--- config.mk ---
export PLATFORM = sky130hd
export DESIGN_NAME = ack_batch_accumulator_top
export DESIGN_NICKNAME = d
export VERILOG_FILES = /design/src/sv/aba_pkg.sv /design/src/sv/ack_batch_accumulator_top.sv /design/src/sv/aba_store.sv /design/src/sv/aba_ctrl.sv
export SDC_FILE = /design/constraint.sdc
export NUM_CORES = 1
export LEC_CHECK = 0
export ABC_CLOCK_PERIOD_IN_PS = 6600
export BUFFER_PORTS_ARGS = -buffer_cell sky130_fd_sc_hd__clkbuf_2
export CAP_MARGIN = 20
export CORE_MARGIN = 5
export CORE_UTILIZATION = 35
export CTS_CLUSTER_SIZE = 20
export DETAILED_ROUTE_END_ITERATION = 6
export PLACE_DENSITY_LB_ADDON = 0.2
export SLEW_MARGIN = 40
export SYNTH_ARGS = -nofsm -noshare
export SYNTH_HDL_FRONTEND = slang
export SYNTH_SLANG_ARGS = --single-unit
--- constraint.sdc ---
create_clock -name clk_i -period 6.6 [get_ports clk_i]
set_input_delay 1.32 -clock clk_i [delete_from_list [all_inputs] [get_ports clk_i]]
set_output_delay 1.32 -clock clk_i [all_outputs]
set_load 0.05 [all_outputs]
--- src/sv/aba_pkg.sv ---
// Types and constants shared by the acknowledgement batch accumulator.
// Depends on nothing.
`default_nettype none

package aba_pkg;

  localparam int unsigned IdW    = 64;
  localparam int unsigned PortW  = 16;
  localparam int unsigned DrainW = 6;
  localparam int unsigned EcntW  = 3;

  typedef enum logic {
    REQ_ADD   = 1'b0,
    REQ_DRAIN = 1'b1
  } req_e;

  typedef enum logic [1:0] {
    KIND_STORED = 2'd0,
    KIND_FLUSH  = 2'd1,
    KIND_DRAIN  = 2'd2,
    KIND_EMPTY  = 2'd3
  } kind_e;

  typedef struct packed {
    logic [IdW-1:0]   id;
    logic [PortW-1:0] port;
  } entry_t;

  // Strobes from the sequencer to the entry store.
  typedef struct packed {
    logic we;
    logic re;
  } mem_ctl_t;

endpackage

`default_nettype wire

--- src/sv/ack_batch_accumulator_top.sv ---
// Top level of the acknowledgement batch accumulator: sequencer plus store.
// Depends on aba_pkg, aba_ctrl and aba_store.
//
// Usage:
//   Input channel (in_valid_i/in_ready_o) takes one request: an add of an
//   id and port, or a drain of up to drain_count_i of the newest entries.
//   Output channel (out_valid_o/out_ready_i) gives results one per
//   handshake; last_o marks the final result of a request.
//   An add with room, and a drain that finds nothing, give one result,
//   loaded into the output register at the accepting edge.
//   An add into a full stack gives MAX_PENDING+1 results: the new entry at
//   once, then one stored entry per unstalled cycle from the single read
//   port of the store (registered read, read overlapped with emission).
//   A drain of k entries registers the request, then reads the store, then
//   loads its first result; the rest follow one per unstalled cycle.
//   The next request is taken once the final result of the previous one
//   sits in the output register and that register is free or being emptied.
//   A stall on the output holds the output register and pauses the walk.
//   Reset empties the stack and the output register; entry contents are
//   not cleared and are never read before being written.
`default_nettype none

module ack_batch_accumulator_top #(
  parameter int unsigned MAX_PENDING = 5
) (
  input  wire                        clk_i,
  input  wire                        rst_ni,
  input  wire                        in_valid_i,
  output logic                       in_ready_o,
  input  wire                        req_type_i,
  input  wire  [aba_pkg::IdW-1:0]    client_id_i,
  input  wire  [aba_pkg::PortW-1:0]  server_port_i,
  input  wire  [aba_pkg::DrainW-1:0] drain_count_i,
  output logic                       out_valid_o,
  input  wire                        out_ready_i,
  output logic [1:0]                 result_kind_o,
  output logic [aba_pkg::IdW-1:0]    out_client_id_o,
  output logic [aba_pkg::PortW-1:0]  out_server_port_o,
  output logic [aba_pkg::EcntW-1:0]  entry_count_o,
  output logic                       last_o
);
  import aba_pkg::*;

  localparam int unsigned IdxW = (MAX_PENDING > 1) ? $clog2(MAX_PENDING) : 1;

  mem_ctl_t        mem_ctl;
  logic [IdxW-1:0] waddr, raddr;
  entry_t          wdata, rdata;

  aba_ctrl #(
    .MAX_PENDING(MAX_PENDING)
  ) u_ctrl (
    .clk_i            (clk_i),
    .rst_ni           (rst_ni),
    .in_valid_i       (in_valid_i),
    .in_ready_o       (in_ready_o),
    .req_type_i       (req_type_i),
    .client_id_i      (client_id_i),
    .server_port_i    (server_port_i),
    .drain_count_i    (drain_count_i),
    .out_valid_o      (out_valid_o),
    .out_ready_i      (out_ready_i),
    .result_kind_o    (result_kind_o),
    .out_client_id_o  (out_client_id_o),
    .out_server_port_o(out_server_port_o),
    .entry_count_o    (entry_count_o),
    .last_o           (last_o),
    .mem_ctl_o        (mem_ctl),
    .waddr_o          (waddr),
    .wdata_o          (wdata),
    .raddr_o          (raddr),
    .rdata_i          (rdata)
  );

  aba_store #(
    .MAX_PENDING(MAX_PENDING)
  ) u_store (
    .clk_i  (clk_i),
    .ctl_i  (mem_ctl),
    .waddr_i(waddr),
    .wdata_i(wdata),
    .raddr_i(raddr),
    .rdata_o(rdata)
  );

endmodule

`default_nettype wire

--- src/sv/aba_store.sv ---
// Entry store: one write port, one read port, registered read data.
// Depends on aba_pkg.
`default_nettype none

module aba_store #(
  parameter int unsigned MAX_PENDING = 5
) (
  input  wire                      clk_i,
  input  wire aba_pkg::mem_ctl_t   ctl_i,
  input  wire  [((MAX_PENDING > 1) ? $clog2(MAX_PENDING) : 1)-1:0] waddr_i,
  input  wire aba_pkg::entry_t     wdata_i,
  input  wire  [((MAX_PENDING > 1) ? $clog2(MAX_PENDING) : 1)-1:0] raddr_i,
  output aba_pkg::entry_t          rdata_o
);
  import aba_pkg::*;

  entry_t mem_q [MAX_PENDING];
  entry_t rdata_q;

  always_ff @(posedge clk_i) begin
    if (ctl_i.we) begin
      mem_q[waddr_i] <= wdata_i;
    end
  end

  always_ff @(posedge clk_i) begin
    if (ctl_i.re) begin
      rdata_q <= mem_q[raddr_i];
    end
  end

  assign rdata_o = rdata_q;

endmodule

`default_nettype wire

--- src/sv/aba_ctrl.sv ---
// Sequencer: takes requests, keeps the stored count, walks the store for
// flushes and drains, and holds the output register. Depends on aba_pkg.
`default_nettype none

module aba_ctrl #(
  parameter int unsigned MAX_PENDING = 5
) (
  input  wire                          clk_i,
  input  wire                          rst_ni,
  input  wire                          in_valid_i,
  output logic                         in_ready_o,
  input  wire                          req_type_i,
  input  wire  [aba_pkg::IdW-1:0]      client_id_i,
  input  wire  [aba_pkg::PortW-1:0]    server_port_i,
  input  wire  [aba_pkg::DrainW-1:0]   drain_count_i,
  output logic                         out_valid_o,
  input  wire                          out_ready_i,
  output logic [1:0]                   result_kind_o,
  output logic [aba_pkg::IdW-1:0]      out_client_id_o,
  output logic [aba_pkg::PortW-1:0]    out_server_port_o,
  output logic [aba_pkg::EcntW-1:0]    entry_count_o,
  output logic                         last_o,
  output aba_pkg::mem_ctl_t            mem_ctl_o,
  output logic [((MAX_PENDING > 1) ? $clog2(MAX_PENDING) : 1)-1:0] waddr_o,
  output aba_pkg::entry_t              wdata_o,
  output logic [((MAX_PENDING > 1) ? $clog2(MAX_PENDING) : 1)-1:0] raddr_o,
  input  wire aba_pkg::entry_t         rdata_i
);
  import aba_pkg::*;

  localparam int unsigned CntW = $clog2(MAX_PENDING + 1);
  localparam int unsigned IdxW = (MAX_PENDING > 1) ? $clog2(MAX_PENDING) : 1;

  typedef enum logic [1:0] {
    ST_IDLE = 2'b01,
    ST_EMIT = 2'b10
  } state_e;

  state_e            state_q, state_d;
  logic [CntW-1:0]   cnt_q, cnt_d;
  logic [CntW-1:0]   ptr_q, ptr_d;
  logic [CntW-1:0]   rem_q, rem_d;
  logic              rd_pend_q, rd_pend_d;
  logic              rd_last_q, rd_last_d;
  kind_e             kind_q, kind_d;
  logic [EcntW-1:0]  ecnt_q, ecnt_d;
  logic              out_valid_q, out_valid_d;
  kind_e             out_kind_q, out_kind_d;
  logic [IdW-1:0]    out_id_q, out_id_d;
  logic [PortW-1:0]  out_port_q, out_port_d;
  logic [EcntW-1:0]  out_ecnt_q, out_ecnt_d;
  logic              out_last_q, out_last_d;

  logic              out_free, accept, consume, issue, is_add, full;
  logic [CntW-1:0]   want_clip;

  assign out_free   = !out_valid_q || out_ready_i;
  assign in_ready_o = (state_q == ST_IDLE) && !rd_pend_q && out_free;
  assign accept     = in_valid_i && in_ready_o;
  assign consume    = rd_pend_q && out_free;
  assign issue      = (state_q == ST_EMIT) && (rem_q != '0) && (!rd_pend_q || consume);
  assign is_add     = (req_e'(req_type_i) == REQ_ADD);
  assign full       = (cnt_q == CntW'(MAX_PENDING));
  assign want_clip  = (drain_count_i > DrainW'(cnt_q)) ? cnt_q : CntW'(drain_count_i);

  assign mem_ctl_o.we = accept && is_add && !full;
  assign mem_ctl_o.re = issue;
  assign waddr_o      = cnt_q[IdxW-1:0];
  assign wdata_o.id   = client_id_i;
  assign wdata_o.port = server_port_i;
  assign raddr_o      = ptr_q[IdxW-1:0];

  always_comb begin
    state_d     = state_q;
    cnt_d       = cnt_q;
    ptr_d       = ptr_q;
    rem_d       = rem_q;
    kind_d      = kind_q;
    ecnt_d      = ecnt_q;
    rd_last_d   = rd_last_q;
    rd_pend_d   = issue || (rd_pend_q && !consume);
    out_valid_d = out_valid_q && !out_ready_i;
    out_kind_d  = out_kind_q;
    out_id_d    = out_id_q;
    out_port_d  = out_port_q;
    out_ecnt_d  = out_ecnt_q;
    out_last_d  = out_last_q;

    if (issue) begin
      ptr_d     = ptr_q + CntW'(1);
      rem_d     = rem_q - CntW'(1);
      rd_last_d = (rem_q == CntW'(1));
    end

    if (consume) begin
      out_valid_d = 1'b1;
      out_kind_d  = kind_q;
      out_id_d    = rdata_i.id;
      out_port_d  = rdata_i.port;
      out_ecnt_d  = ecnt_q;
      out_last_d  = rd_last_q;
    end

    unique case (state_q)
      ST_IDLE: begin
        if (accept) begin
          if (is_add && !full) begin
            cnt_d       = cnt_q + CntW'(1);
            out_valid_d = 1'b1;
            out_kind_d  = KIND_STORED;
            out_id_d    = '0;
            out_port_d  = '0;
            out_ecnt_d  = EcntW'(cnt_q + CntW'(1));
            out_last_d  = 1'b1;
          end else if (is_add) begin
            // new entry leads the batch, then the stack bottom to top
            cnt_d       = '0;
            ptr_d       = '0;
            rem_d       = cnt_q;
            kind_d      = KIND_FLUSH;
            ecnt_d      = EcntW'(cnt_q + CntW'(1));
            out_valid_d = 1'b1;
            out_kind_d  = KIND_FLUSH;
            out_id_d    = client_id_i;
            out_port_d  = server_port_i;
            out_ecnt_d  = EcntW'(cnt_q + CntW'(1));
            out_last_d  = (cnt_q == '0);
            state_d     = (cnt_q == '0) ? ST_IDLE : ST_EMIT;
          end else if (want_clip == '0) begin
            out_valid_d = 1'b1;
            out_kind_d  = KIND_EMPTY;
            out_id_d    = '0;
            out_port_d  = '0;
            out_ecnt_d  = '0;
            out_last_d  = 1'b1;
          end else begin
            cnt_d   = cnt_q - want_clip;
            ptr_d   = cnt_q - want_clip;
            rem_d   = want_clip;
            kind_d  = KIND_DRAIN;
            ecnt_d  = EcntW'(want_clip);
            state_d = ST_EMIT;
          end
        end
      end
      ST_EMIT: begin
        if ((rem_d == '0) && !rd_pend_d) begin
          state_d = ST_IDLE;
        end
      end
      default: begin
        state_d = ST_IDLE;
      end
    endcase
  end

  always_ff @(posedge clk_i or negedge rst_ni) begin
    if (!rst_ni) begin
      state_q     <= ST_IDLE;
      cnt_q       <= '0;
      ptr_q       <= '0;
      rem_q       <= '0;
      rd_pend_q   <= 1'b0;
      out_valid_q <= 1'b0;
    end else begin
      state_q     <= state_d;
      cnt_q       <= cnt_d;
      ptr_q       <= ptr_d;
      rem_q       <= rem_d;
      rd_pend_q   <= rd_pend_d;
      out_valid_q <= out_valid_d;
    end
  end

  always_ff @(posedge clk_i) begin
    kind_q     <= kind_d;
    ecnt_q     <= ecnt_d;
    rd_last_q  <= rd_last_d;
    out_kind_q <= out_kind_d;
    out_id_q   <= out_id_d;
    out_port_q <= out_port_d;
    out_ecnt_q <= out_ecnt_d;
    out_last_q <= out_last_d;
  end

  assign out_valid_o       = out_valid_q;
  assign result_kind_o     = out_kind_q;
  assign out_client_id_o   = out_id_q;
  assign out_server_port_o = out_port_q;
  assign entry_count_o     = out_ecnt_q;
  assign last_o            = out_last_q;

endmodule

`default_nettype wire

==> impl_metrics.yaml, run 1 <==
clock_tree:
  cts_tree: "yes"
  cts.sinks: 585
  cts_made_buffers: 66
  cts_buffer_depth: 3
  htree_levels: 3
  clk_latency_ps: 580
  cts_setup_buffers: 0
  root_buffer: "clkbuf_16"
  path_clk_slew_ps: 60
  hold_buffers: 0
  cts_resized: 0
global_routing:
  grt_max_degree: 84
  first_global_vias: 12100
  grt_antenna_before_repair: 8
  grt-ovfl-total: 0
  track_usage_pct: 14.1
  grt_pass1_wl_um: 75800
flow_run:
  cap_violations: 0
sta:
  hold_viol: 0
  fin_crit_ps: 3600
  rsz0062_at_grt: "no"
  slew_viol_final: 0
  fin_ws_ps: 3000
  fin_worst_skew_ps: 14.6
  tightest_slew_ps: 789
  fin_tns_setup_ps: 0
  post-route-period-util_pct: 54.6
  maxClockFrequency_ghz: 0.277
  setup_viol: 0
  slew-limit-headroom_pct: 47.4
cells_and_area:
  nNetsFinal: 1501
  final_cell_mix: "486 x edfxtp_1, 178 x clkbuf_2, 91 x nand2_1, 88 x mux2i_1, 86 x dfxtp_1"
  layoutNonFillerInstCount: 2309
  drive_gt1_share_pct: 37.0
  syn_to_final_growth_pct: 17.8
  fin_util_pct: 41.4
  fillCellCount: 5677
  final_common_cell: "edfxtp_1"
setup_path:
  critPathKind: "flop to flop"
  cp_data_required_time_ps: 7050
  max_stage_delay_ps: 680
  worstPathMaxFanout: 9
  critical-path-slowest-cell: "dfrtp_1"
  arrival_ps: 4050
  path_cells: "inv_1 -> ha_1 -> and3b_1 -> o21a_1 -> nor2_1 -> a21oi_1 -> inv_1 -> ha_1 -> inv_1 -> ha_1 -> a21oi_1 -> xnor2_1 -> a31oi_1 -> o22ai_1"
  cp-start-kind: "flop"
  cp-end-kind: "flop"
synth:
  ys.flop_type: "edfxtp_1"
  syn_avg_cell_area_um2: 18.9
  ys_seq_area_share_pct: 73.9
  synth_warnings: 0
  netlist_area_um2: 22500
  synth_top_cell_by_area: "edfxtp_1"
  synthTopCellsByArea: "edfxtp_1 65%, mux4_2 8.0%, dfxtp_1 7.6%"
  syn_inst: 1194
  synthDistinctLibCells: 58
  synth-edff-count: 486
  ys_ff_latch: 585
  yosysTopAreaCellShare_pct: 64.8
  async_reset_ff_share_pct: 2.22
  syn-num-nets: 1297
route:
  vias_per_cell: 4.94
  avgRoutedWirePerCell_um: 21.5
  dr.pass1.iters: 4
  drtIter0Drc: 655
  postRouteAntennaNets: 0
  wl_um: 49500
  drc: 0
  vias: 11400
floorplanning:
  io_pins: 179
  die_y_um: 264
  start_util_pct: 35.1
  die_w_um: 264
  die-area_um2: 69500
  num_rows: 93
  core_um2: 64100
placement:
  port_buffers: 178
  dp_cells: 2185
  hpwl_um: 28100
  gp_congestion: 0.835
  dpl_worst_slack_ps: 2650
power:
  power_leakage_uw: 0.00949
  power.density_nw_per_um2: 431
  power.total_uw: 11400
  irDropWorstVdd_uv: 382
hold_path:
  hold_path.class: "flop to flop"
run_status:
  outcome: "complete, no violations"
## flip-flops by register name, summed over array words and instances, names as in the netlist
register                  count
u_ctrl.out_client_id_o       64
u_ctrl.entry_count_o          3
u_store.mem_q               400
u_ctrl.rem_q                  3
u_ctrl.rd_pend_q              1
u_ctrl.state_q                2
u_ctrl.out_valid_o            1
u_ctrl.waddr_o                3
u_ctrl.rd_last_q              1
u_ctrl.result_kind_o          2
u_ctrl.ecnt_q                 3
u_ctrl.out_server_port_o     16
u_ctrl.raddr_o                3
u_ctrl.kind_q                 2
u_store.rdata_o              80
u_ctrl.last_o                 1
## per-layer routing
metal,wire [um],vias to the layer above,GRT usage [%]
li1,-,5137,-
met1,22000,5948,19.1
met2,23900,250,22.8
met3,2840,64,3.77
met4,764,6,3.85
met5,46,-,0
## per-stage QoR
| step | hold slack, ps | instance area [um2] |
|---|---|---|
| 2_1_floorplan | 482 | 22500 |
| 3_3_place_gp | 489 | 24400 |
| 3_5_place_dp | 501 | 24400 |
| 4_1_cts | 509 | 26500 |
| 5_1_grt | 528 | 26500 |
| 6_report | 508 | 26500 |
## cell type report
class	count	area, um2	share of cell area [%]
Sequential cell	585	16700	62.8
Multi-Input combinational cell	537	5520	20.8
Clock buffer	94	1910	7.21
Timing Repair Buffer	195	1110	4.19
Tap cell	855	1070	4.03
Clock inverter	26	206	0.778
Inverter	13	53.8	0.203
Antenna cell	4	10.0	0.0377
## synthesized netlist by cell type, types with 2 or more instances
| cell | n |
|---|---|
| mux2i_1 | 88 |
| mux4_2 | 80 |
| buf_2 | 25 |
| edfxtp_1 | 486 |
| clkbuf_1 | 22 |
| o21ai_0 | 8 |
| ha_1 | 12 |
| nand2b_1 | 3 |
| a211o_1 | 2 |
| nand2_1 | 92 |
| dfxtp_1 | 86 |
| o21ai_1 | 8 |
| o21ai_2 | 71 |
| o22ai_1 | 2 |
| dfrtp_1 | 12 |
| nor3_1 | 10 |
| a31oi_1 | 3 |
| xnor2_1 | 5 |
| mux2_2 | 80 |
| nor2b_1 | 3 |
| xor2_1 | 3 |
| a21oi_1 | 12 |
| o211ai_1 | 4 |
| a22oi_1 | 2 |
| and2_1 | 2 |
| nand3_1 | 6 |
| buf_1 | 3 |
| a31o_2 | 2 |
| nor4_1 | 2 |
| nor2_1 | 14 |
| buf_12 | 8 |
| inv_1 | 12 |
## path summary, 6_finish.rpt
path                       slack [ps]  cells after the start                                 end                           from
min                               510                      2  u_ctrl.out_client_id_o[25]$_DFF_P_  u_store.rdata_o[41]$_DFFE_PP_
min in group asynchronous         640                      1          u_ctrl.rd_pend_q$_DFF_PN0_                         rst_ni
max                              3000                     14         u_ctrl.raddr_o[2]$_DFF_PN0_  u_ctrl.waddr_o[1]$_DFFE_PN0P_
max in group asynchronous        5660                      1       u_ctrl.state_q[0]$_DFFE_PN1P_                         rst_ni
max reg2reg                      3000                     14         u_ctrl.raddr_o[2]$_DFF_PN0_  u_ctrl.waddr_o[1]$_DFFE_PN0P_
min reg2reg                       510                      2  u_ctrl.out_client_id_o[25]$_DFF_P_  u_store.rdata_o[41]$_DFFE_PP_
## where the power goes
| part | total (uW) | switching (uW) | internal (uW) | leakage, uW |
|---|---|---|---|---|
| clock | 3540 | 1410 | 2140 | 0.00103 |
| sequential | 4900 | 351 | 4550 | 0.00524 |
| combinational | 2990 | 1810 | 1190 | 0.00322 |
## critical path, delay by kind of cell (launching register included)
family	cells	cell delay, ps
compound gates	5	940
fa+ha+maj	3	720
flops	1	680
simple gates	2	520
buf+inv	3	500
xor+xnor	1	90
## cells by family after synthesis
| kind of cell | Yosys count | share of synthesized area, % |
|---|---|---|
| flops | 585 | 73.9 |
| mux | 248 | 15.9 |
| fa+ha+maj | 12 | 0.666 |
| buf+inv | 72 | 1.92 |
| simple gates | 143 | 2.90 |
| xor+xnor | 8 | 0.311 |
| compound gates | 126 | 4.42 |
(Power assumes the default switching activity.)
==> run 2: changes to the inputs <==
ABC_CLOCK_PERIOD_IN_PS = 2890   (was 6600)
clock period = 2.89 ns   (was 6.6 ns; I/O delays follow)
==> run 2 against run 1 <==
Power rose by 140%. Sequential cell count unchanged. Combinational power grew to 2.5 times the previous value. Setup slack got worse by 2700 ps. Sequential power rose by 120%. First-iteration DRC count fell by 5.3%. Clock-buffer cell count grew 1. Fmax rose by 39%. Global-route usage up 0.30 points. Die area unchanged. Clock skew is 3.4 ps lower. Critical path depth stayed put. Critical path type unchanged. Largest cell class unchanged. Largest power group unchanged.
==> impl_metrics.yaml, run 2 (same netlist as run 1, synthesis figures left out) <==
route:
  vias: 11400
  postRouteAntennaNets: 0
  wl_um: 50300
  avgRoutedWirePerCell_um: 21.3
  drtIter0Drc: 620
  drc: 0
  dr.pass1.iters: 4
  vias_per_cell: 4.82
floorplanning:
  die_y_um: 264
  num_rows: 93
  io_pins: 179
  die_w_um: 264
  core_um2: 64100
  die-area_um2: 69500
  start_util_pct: 35.1
clock_tree:
  cts_setup_buffers: 0
  cts.sinks: 585
  path_clk_slew_ps: 60
  clk_latency_ps: 580
  root_buffer: "clkbuf_16"
  htree_levels: 3
  cts_buffer_depth: 3
  cts_tree: "yes"
  cts_made_buffers: 66
sta:
  fin_ws_ps: 294
  maxClockFrequency_ghz: 0.385
  rsz0062_at_grt: "no"
  slew-limit-headroom_pct: 60.0
  post-route-period-util_pct: 89.8
  slew_viol_final: 0
  fin_crit_ps: 2600
  hold_viol: 0
  setup_viol: 0
  hold_slack_ps: 254
  tightest_slew_ps: 599
  fin_worst_skew_ps: 11.2
cells_and_area:
  largest_reg_flops: 400
  final_cell_mix: "486 x edfxtp_1, 178 x clkbuf_2, 90 x nand2_1, 88 x mux2i_1, 86 x dfxtp_1"
  ff_latch_area_um2: 16700
  layoutNonFillerInstCount: 2364
  largest_register: "u_store.mem_q"
  nNetsFinal: 1557
  multiInputGateArea_um2: 5560
  syn_to_final_growth_pct: 21.5
  final_common_cell: "edfxtp_1"
  fillCellCount: 5726
  drive_gt1_share_pct: 40.0
setup_path:
  arrival_ps: 3050
  r2r_slack_ps: 290
  cp-start-kind: "flop"
  critical_path.startpoint: "u_ctrl.waddr_o[1]$_DFFE_PN0P_"
  worstPathMaxFanout: 2
  rr_startpoint: "u_ctrl.waddr_o[1]$_DFFE_PN0P_"
  cp-end-kind: "flop"
  ff2ff_path_depth: 14
  reg2reg_to: "u_ctrl.raddr_o[2]$_DFF_PN0_"
  critPathKind: "flop to flop"
  cp_data_required_time_ps: 3340
power:
  irDropWorstVdd_uv: 756
  power.density_nw_per_um2: 989
  power_leakage_uw: 0.00990
run_status:
  outcome: "complete, no violations"
placement:
  hpwl_um: 30300
  gp_congestion: 0.790
  dp_cells: 2240
  dpl_worst_slack_ps: 50.9
  port_buffers: 178
global_routing:
  grt_antenna_before_repair: 6
  track_usage_pct: 14.4
  grt_max_degree: 49
  grt_pass1_wl_um: 77400
  first_global_vias: 12400
  grt-ovfl-total: 0
hold_path:
  hp-start: "client_id_i[60]"
  min_to: "u_store.mem_q[2][76]$_DFFE_PP_"
  holdPathStages: 1
  hold_path.class: "input pin to flop"
flow_run:
  cap_violations: 0
run 2: repair_timing:
item	in CTS	in global routing
endpoints found under the hold margin	12	0
resized for setup	0	0
hold buffers	1	0
run 2: final cells by class:
class                           count  area share [%]
Sequential cell                   585            60.9
Multi-Input combinational cell    537            20.3
Clock buffer                       95            7.01
Timing Repair Buffer              251            6.50
Tap cell                          855            3.91
Clock inverter                     24            1.17
Inverter                           13           0.206
Antenna cell                        4          0.0366
run 2: how the worst max path moves through the flow:
stage / cells past startpoint / endpoint
floorplan: 5 / u_store.mem_q[1][0]$_DFFE_PP_
global placement: 14 / u_ctrl.waddr_o[2]$_DFFE_PN0P_
detailed placement: 14 / u_ctrl.raddr_o[2]$_DFF_PN0_
CTS: 14 / u_ctrl.raddr_o[2]$_DFF_PN0_
global route: 14 / u_ctrl.waddr_o[2]$_DFFE_PN0P_
finish: 14 / u_ctrl.raddr_o[2]$_DFF_PN0_
run 2: report_power, final:
part	leakage, uW	internal [uW]	total, uW	switching (uW)
registers	0.00524	10400	11000	592
clock network	0.00109	5320	8540	3210
logic	0.00357	3090	7540	4450
run 2: per-layer routing:
metal  routed length [um]  GRT usage [%]  up-vias
li1                     -              -     5267
met5                   27              0        -
met1                22500           19.3     5854
met3                 2560           3.67       64
met2                24400           23.6      209
met4                  844           4.01        4
run 2: metrics by stage:
| stage | total power, uW | area (um2) | utilization [%] | TNS [ps] |
|---|---|---|---|---|
| 2_1_floorplan | 16700 | 22600 | - | -260140 |
| 3_3_place_gp | 18800 | 25100 | 39.2 | 0 |
| 3_5_place_dp | 18900 | 25100 | 39.2 | 0 |
| 4_1_cts | 27500 | 27400 | 42.7 | 0 |
| 5_1_grt | 28400 | 27400 | 42.7 | 0 |
| 6_report | 27100 | 27400 | 42.7 | 0 |
run 2: worst max-delay path, cell delays in order (launching register included):
cell	delay (ps)
dfrtp_1	390
clkinvlp_4	110
ha_1	290
and3b_1	210
o21a_1	220
nor2_1	130
a21oi_1	100
inv_1	60
ha_1	130
inv_1	40
ha_1	200
a21oi_1	160
xnor2_1	100
a31oi_1	220
o22ai_1	100
==> run 3: changes to the inputs <==
CORE_MARGIN = 2   (was 5)
PLACE_DENSITY_LB_ADDON = 0.25   (was 0.2)
SLEW_MARGIN = 20   (was 40)
==> run 3 against run 2 <==
Design area is 1.3% lower. Wire length is 1.6% higher. Combinational power is 1% lower. Sequential power hardly changed. Register-to-register slack hardly changed. Clock skew is 5.3 ps higher. Hold slack worse by 39 ps. Sequential cell count stayed put. Global-route usage is 0.95 points higher. Final cell count is 1.5% lower. Largest cell class unchanged.
==> impl_metrics.yaml, run 3 (same netlist as run 1, synthesis figures left out) <==
run_status:
  outcome: "complete, no violations"
sta:
  tightest_slew_ps: 756
  post-route-period-util_pct: 89.5
  fin_crit_ps: 2590
  slew-limit-headroom_pct: 49.6
  slew_viol_final: 0
  maxClockFrequency_ghz: 0.387
  setup_viol: 0
  fin_worst_skew_ps: 16.6
  rsz0062_at_grt: "no"
  hold_viol: 0
clock_tree:
  cts_resized: 0
  htree_levels: 2
  cts_made_buffers: 61
  cts_tree: "yes"
  root_buffer: "clkbuf_16"
  cts_buffer_depth: 3
  path_clk_slew_ps: 60
  clk_latency_ps: 610
  cts.sinks: 585
cells_and_area:
  fin_util_pct: 42.2
  ff_latch_area_um2: 16700
  final_common_cell: "edfxtp_1"
  final_cell_mix: "486 x edfxtp_1, 178 x clkbuf_2, 90 x nand2_1, 88 x mux2i_1, 86 x dfxtp_1"
  drive_gt1_share_pct: 39.5
  largest_reg_flops: 400
  multiInputGateArea_um2: 5560
  syn_to_final_growth_pct: 19.9
  largest_register: "u_store.mem_q"
  antenna_cells: 0
  nNetsFinal: 1524
  fillCellCount: 5747
power:
  combPwrFrac_pct: 27.9
  irDropWorstVdd_uv: 554
  power_leakage_uw: 0.00971
  p_int_uw: 18300
  switching_share_pct: 31.3
  seqPwrFrac_pct: 41.3
  power.total_uw: 26700
  power.density_nw_per_um2: 988
  p_sw_uw: 8340
  clkPwrFrac_pct: 30.8
setup_path:
  worstPathMaxFanout: 2
  critPathKind: "flop to flop"
  cp-end-kind: "flop"
  cp-start-kind: "flop"
  cp_data_required_time_ps: 3380
  arrival_ps: 3080
global_routing:
  grt-ovfl-total: 0
  first_global_vias: 12300
  grt_antenna_before_repair: 1
  grt_max_degree: 72
  track_usage_pct: 15.4
  grt_pass1_wl_um: 77400
route:
  vias_per_cell: 4.93
  drtIter0Drc: 672
  avgRoutedWirePerCell_um: 22.0
  dr.pass1.iters: 5
  postRouteAntennaNets: 0
  drc: 0
  vias: 11500
  wl_um: 51100
placement:
  gp_congestion: 0.800
  port_buffers: 178
  hpwl_um: 28300
floorplanning:
  die_w_um: 258
  start_util_pct: 35.2
  core_um2: 64000
  num_rows: 93
  die_y_um: 258
  io_pins: 179
  die-area_um2: 66400
flow_run:
  cap_violations: 0
hold_path:
  hold_path.class: "input pin to flop"
run 3: path summary, 6_finish.rpt:
| kind | start | to | slack, ps | cells after the start |
|---|---|---|---|---|
| worst max-delay path | u_ctrl.waddr_o[1]$_DFFE_PN0P_ | u_ctrl.waddr_o[2]$_DFFE_PN0P_ | 300 | 14 |
| worst min-delay path | client_id_i[50] | u_store.mem_q[4][66]$_DFFE_PP_ | 220 | 1 |
| worst max register to register | u_ctrl.waddr_o[1]$_DFFE_PN0P_ | u_ctrl.waddr_o[2]$_DFFE_PN0P_ | 300 | 14 |
| worst min register to register | u_store.rdata_o[71]$_DFFE_PP_ | u_ctrl.out_client_id_o[55]$_DFF_P_ | 500 | 2 |
| max in group asynchronous | rst_ni | u_ctrl.state_q[0]$_DFFE_PN1P_ | 2180 | 2 |
| min in group asynchronous | rst_ni | u_ctrl.waddr_o[1]$_DFFE_PN0P_ | 400 | 2 |
run 3: worst max-delay path, stage by stage, from the launching register on:
cell	delay, ps
dfrtp_1	390
clkinvlp_4	120
ha_1	290
and3b_1	210
o21a_1	210
nor2_1	130
a21oi_1	100
inv_1	60
ha_1	130
inv_1	40
ha_1	200
a21oi_1	150
xnor2_1	90
a31oi_1	230
o211ai_1	110
run 3: final cells by class:
class | instances | area share [%]
Sequential cell | 585 | 61.7
Clock inverter | 27 | 1.28
Inverter | 13 | 0.208
Clock buffer | 89 | 6.64
Multi-Input combinational cell | 537 | 20.6
Timing Repair Buffer | 223 | 5.67
Tap cell | 855 | 3.96
run 3: power by group through the flow:
stage	sequential, uW	clock [uW]	combinational [uW]
2_1_floorplan	12200	0	4420
3_3_place_gp	11200	0	7510
3_5_place_dp	11200	0	7580
4_1_cts	11100	8440	7600
5_1_grt	11100	8750	8010
6_report	11000	8200	7440
run 3: repair_timing:
action	in CTS	in global routing
endpoints found under the hold margin	12	0
hold buffers	1	0
buffers inserted	0	0
setup endpoints to repair	0	0
run 3: through the flow:
| stage | hold slack, ps | cell area, um2 | cells | worst slack, ps | TNS (ps) |
|---|---|---|---|---|---|
| 6_report | 216 | 27000 | 2329 | 303 | 0 |
| 5_1_grt | 191 | 27000 | 2329 | 72.4 | 0 |
| 4_1_cts | 168 | 27000 | 2329 | 319 | 0 |
| 3_3_place_gp | 490 | 24900 | 2212 | 101 | 0 |
| 3_5_place_dp | 496 | 24900 | 2212 | 91.5 | 0 |
| 2_1_floorplan | 282 | 22600 | 1194 | -678 | -260140 |
run 3: metal layers:
layer	routed length (um)	GRT usage, %	vias to the layer above
met5	0	0	-
li1	-	-	5172
met1	23200	21.1	6024
met4	761	3.56	0
met3	2010	2.64	54
met2	25100	25.6	224
